$ cat src/sv/hpt_hash.sv
module hpt_home_calc #(
  parameter int ENTRIES = 1024,
  parameter int IW      = 10
) (
  input  logic          clk,
  input  logic          rst_n,
  input  logic          start,
  input  logic [31:0]   key,
  output logic          done,
  output logic [IW-1:0] home
);

  // Remainder by reciprocal multiplication; key, product, raw remainder and home
  // are registered in turn. The estimated quotient is never too large and falls
  // short by at most one, so a single compare and subtract finishes the remainder.
  localparam logic [31:0] RECIP   = 32'((64'd1 << 32) / ENTRIES);
  localparam logic [16:0] DIV_K   = 17'(ENTRIES);
  localparam logic [32:0] DIVISOR = 33'(ENTRIES);

  logic [31:0]   key_r;
  logic [63:0]   prod_r;
  logic [32:0]   rem_r;
  logic [IW-1:0] home_r;
  logic [3:0]    stage_r;
  logic [48:0]   back;
  logic [32:0]   fixed;

  assign back  = prod_r[63:32] * DIV_K;
  assign fixed = (rem_r >= DIVISOR) ? (rem_r - DIVISOR) : rem_r;

  always_ff @(posedge clk) begin
    if (!rst_n) begin
      stage_r <= '0;
    end else begin
      stage_r <= {stage_r[2:0], start};
    end
    if (start) begin
      key_r <= key;
    end
    prod_r <= key_r * RECIP;
    rem_r  <= {1'b0, key_r} - back[32:0];
    home_r <= fixed[IW-1:0];
  end

  assign done = stage_r[3];
  assign home = home_r;

endmodule

$ cat config.mk
export PLATFORM = sky130hd
export DESIGN_NAME = hpt_home_calc
export DESIGN_NICKNAME = d
export VERILOG_FILES = /design/src/sv/hpt_hash.sv
export SDC_FILE = /design/constraint.sdc
export NUM_CORES = 1
export LEC_CHECK = 0
export BUFFER_PORTS_ARGS = -buffer_cell sky130_fd_sc_hd__clkbuf_2
export CORE_UTILIZATION = 43
export CTS_BUF_LIST = sky130_fd_sc_hd__clkbuf_8
export CTS_CLUSTER_SIZE = 10
export DETAILED_ROUTE_END_ITERATION = 16
export MAX_ROUTING_LAYER = met4
export PLACE_DENSITY = 0.86
export RECOVER_POWER = 25
export SYNTH_ARGS = -nofsm -noshare
export SYNTH_HDL_FRONTEND = slang
export SYNTH_SLANG_ARGS = --single-unit
$ cat constraint.sdc
create_clock -name clk -period 0.8 [get_ports clk]
set_input_delay 0.12 -clock clk [delete_from_list [all_inputs] [get_ports clk]]
set_output_delay 0.12 -clock clk [all_outputs]
set_load 0.01 [all_outputs]
=== Yosys cells after proc, flatten, opt, wreduce, memory -nomap -nowiden ===
Cells that the tools add are included.

* Add/sub/neg operators: 2
* $lt $le $gt $ge: 1
* Multiplexer cells: 1

{| class="wikitable"
|+ Operators with widths
! operator !! count
|-
| 33-bit by 11-bit greater-or-equal comparator with 1-bit output, second input constant || 1
|-
| 32-bit by 32-bit subtractor with 33-bit output || 1
|-
| 10-bit 2-to-1 mux || 1
|-
| 10-bit by 1-bit subtractor with 10-bit output, second input constant || 1
|}

* Output and inout port bits: 11
* Word-level logic and storage cells: 9
* Register bits after elaboration: 111

=== Depth between registers and ports, before layout ===
* Depth in word-level cells: 2
* Depth in mapped cells: 1
* Mapped depth without buffers: 1

=== Least setup slack after synthesis ===
OpenSTA, ideal clock, no wires.

* Path type: reg2reg
* From: reg stage_r[0]
* To: reg stage_r[1]
* Path slack: 0.284 ns
* Arrival time: 0.401 ns
* Clock period less this slack: 0.516 ns
* Data required time: 0.685 ns
* Stages on the path, launching flop included: 2
* Path buffers: 0
* Path through: dfxtp_1 > and2_1

{| class="wikitable"
|+ RTL lines
! item !! line !! source
|-
| start: declaration || 24 || <nowiki>logic [3:0] stage_r;</nowiki>
|-
| start signal: assignment || 35 || <nowiki>stage_r <= {stage_r[2:0], start};</nowiki>
|}

No word-level cell between the ends.

=== Final worst setup path ===
* From: reg stage_r[3]
* To: out done

{| class="wikitable"
|+ RTL lines
! item !! line !! source
|-
| end: declaration || 9 || <nowiki>output logic done,</nowiki>
|}

No word-level cell between the ends.

==> results.toml <==
[setup_path]
crit_chain = "buf_6"
crit_family = "flip-flops"
cp-start-kind = "flip-flop"
critPathSlowestCell = "dfxtp_2"
crit_path_max_incr_delay_ns = 0.32
arrival_ns = 0.70
end_kind = "primary output"
crit_path_max_fanout = 1
cp.required_ns = 0.68
timing.critical_path.buf_inv = 1
path_class = "reg2out"

[sta]
hold_viol_final = 0
setup_violations = 11
slew_headroom = 0.659
slew_violations = 0
period_share = 1.02
setup_ws_ns = -0.0190
max_freq_mhz = 1220
timing.hold.ws_ns = 0.0225
finalCriticalPeriod_ns = 0.819
worst_pin_slew_ns = 0.512
rsz0062_at_grt = "yes"
clock_skew_ns = 0.00359

[clocking]
hold_buffers = 0
cts_setup_buffers = 0
cts_root_buf = "clkbuf_8"
worstSkewPairLatency_ns = 0.27
cts_sinks = 34
cts_tree = "built"
numCtsBuffers = 5
cts.path.max_buffers = 2
htree_levels = 2
clkTransAtPathRegs_ns = 0.06

[status]
violations = "negative setup slack"
outcome = "finished with violations"

[global_route]
grt_pass1_wl_mm = 1.35
grt_use_met3 = 0.0600
antenna_found_initial = 0
grt_overflow = 0
top_usage_layer = "met2"
grtUsageMet2 = 0.151
grt_pass1_vias = 318
use_met1 = 0.113
track_usage = 0.117
grt_max_degree = 12

[placement]
gp_congestion = 0.607
placed_area_um2 = 952
dp_cells = 86
dpl.hpwl_um = 619
io_buffer_count = 23

[drt]
drtPass1Iterations = 3
dr_total_vias = 352
wire_per_inst_um = 9.31
drc_errors = 0
wl_um = 866
ant_nets = 0
via_per_inst = 3.78
dr.first_iter.drc_count = 6

[die]
core_um2 = 1750
rows = 15
fp.dieW_um = 45.3
die_h_um = 45.3
dieArea_um2 = 2050
ioPinCount = 46
initial_utilization = 0.462

[synth]
synth_top_area_frac = 0.596
yosysSeqAreaShare = 0.969
netlist_area_um2 = 806
synthCells = 38
synthMostInstantiatedCell = "dfxtp_1"
synth-async-reset-ratio = 0
synth_commonest_cells = "dfxtp_1, edfxtp_1, and2_1"
netlist_top_cells_area = "dfxtp_1, edfxtp_1, and2_1"
synth.distinct_cells = 3
yosys_warnings = 0
synth_nets = 73
ys_ff_latch = 34
postSynthAreaPerCell_um2 = 21.2
yosysTopAreaCell = "dfxtp_1"
synth_edf_count = 10
ys.flop_type = "dfxtp_1"

[cells_and_area]
antenna_cells = 0
layoutNonFillerInstCount = 93
drive_gt1_frac = 0.500
regArea_um2 = 787
area_growth_pct = 32.5
finalNetCount = 103
multi_input_area_um2 = 25.0
finalInstanceArea_um2 = 1070
fillers = 120

[job]
cap_violations = 0

[pwr]
powerDensity_nw_per_um2 = 2950
leakagePower_nw = 0.456
ir_drop_uv = 1970

[hold_path]
hold_class = "in2reg"
[metal layers]
metal	routed length [µm]	share of wire
met1	335	0.39
met4	0	0
met5	0	0
met3	77	0.089
met2	453	0.52
[path summary, 6_finish.rpt]
| kind | startpoint | to | slack [ns] | cells after the start |
|---|---|---|---|---|
| hold / removal | key[7] | key_r[7] | 0.02 | 1 |
| hold reg to reg | rem_r[5] | home[5] | 0.33 | 0 |
| setup reg to reg | stage_r[0] | stage_r[1] | 0.26 | 1 |
| setup / recovery | stage_r[3] | done | -0.02 | 1 |
[where the power goes]
part / internal, mW / switching [mW] / total [mW]
sequential: 1.91 / 0.0316 / 1.94
clock: 0.581 / 0.503 / 1.08
combinational: 0.0679 / 0.0519 / 0.120
total: 2.56 / 0.587 / 3.15
[what timing repair did]
item | 4_1_cts | 5_1_grt
endpoints found under the setup margin | 11 | 11
gates resized for setup | 0 | 21
gates cloned | 0 | 0
[cell type report]
class                   count  share of cell area
repair buffers             23               0.136
well taps                  25              0.0293
multi-input cells           4              0.0234
clock inverters             2             0.00938
flip-flops and latches     34               0.737
clock buffers               5              0.0645
[cells in the final DEF (no fill, tap or decap)]
master	instances
buf_6	5
dfxtp_2	5
edfxtp_1	10
clkbuf_2	11
dfxtp_1	19
clkbuf_8	5
clkinv_2	2
clkbuf_1	1
and2_1	4
buf_2	6
[per-stage QoR]
stage | setup TNS (ns) | setup slack, ns | util | power [mW]
final | -0.101 | -0.0190 | 0.611 | 3.15
after global routing | -0.431 | -0.0486 | 0.611 | 3.28
after detailed placement | 0 | 0.126 | 0.546 | 2.08
after CTS | -0.354 | -0.0451 | 0.591 | 3.17
after global placement | 0 | 0.130 | 0.546 | 2.06
after floorplan | 0 | 0.284 | - | 1.99
[registers in the layout (all words and copies together), names as in the netlist]
| name | flops |
|---|---|
| key_r | 10 |
| rem_r | 10 |
| home | 10 |
| stage_r | 4 |
[logic make-up (layout without fill, tap and decap cells)]
| logic type | count (synthesis) | in the layout | share of synthesized area |
|---|---|---|---|
| buf+inv | 0 | 30 | 0 |
| flops | 34 | 34 | 0.969 |
| simple gates | 4 | 4 | 0.0311 |
Note: power is estimated with default switching activity, not from simulation.
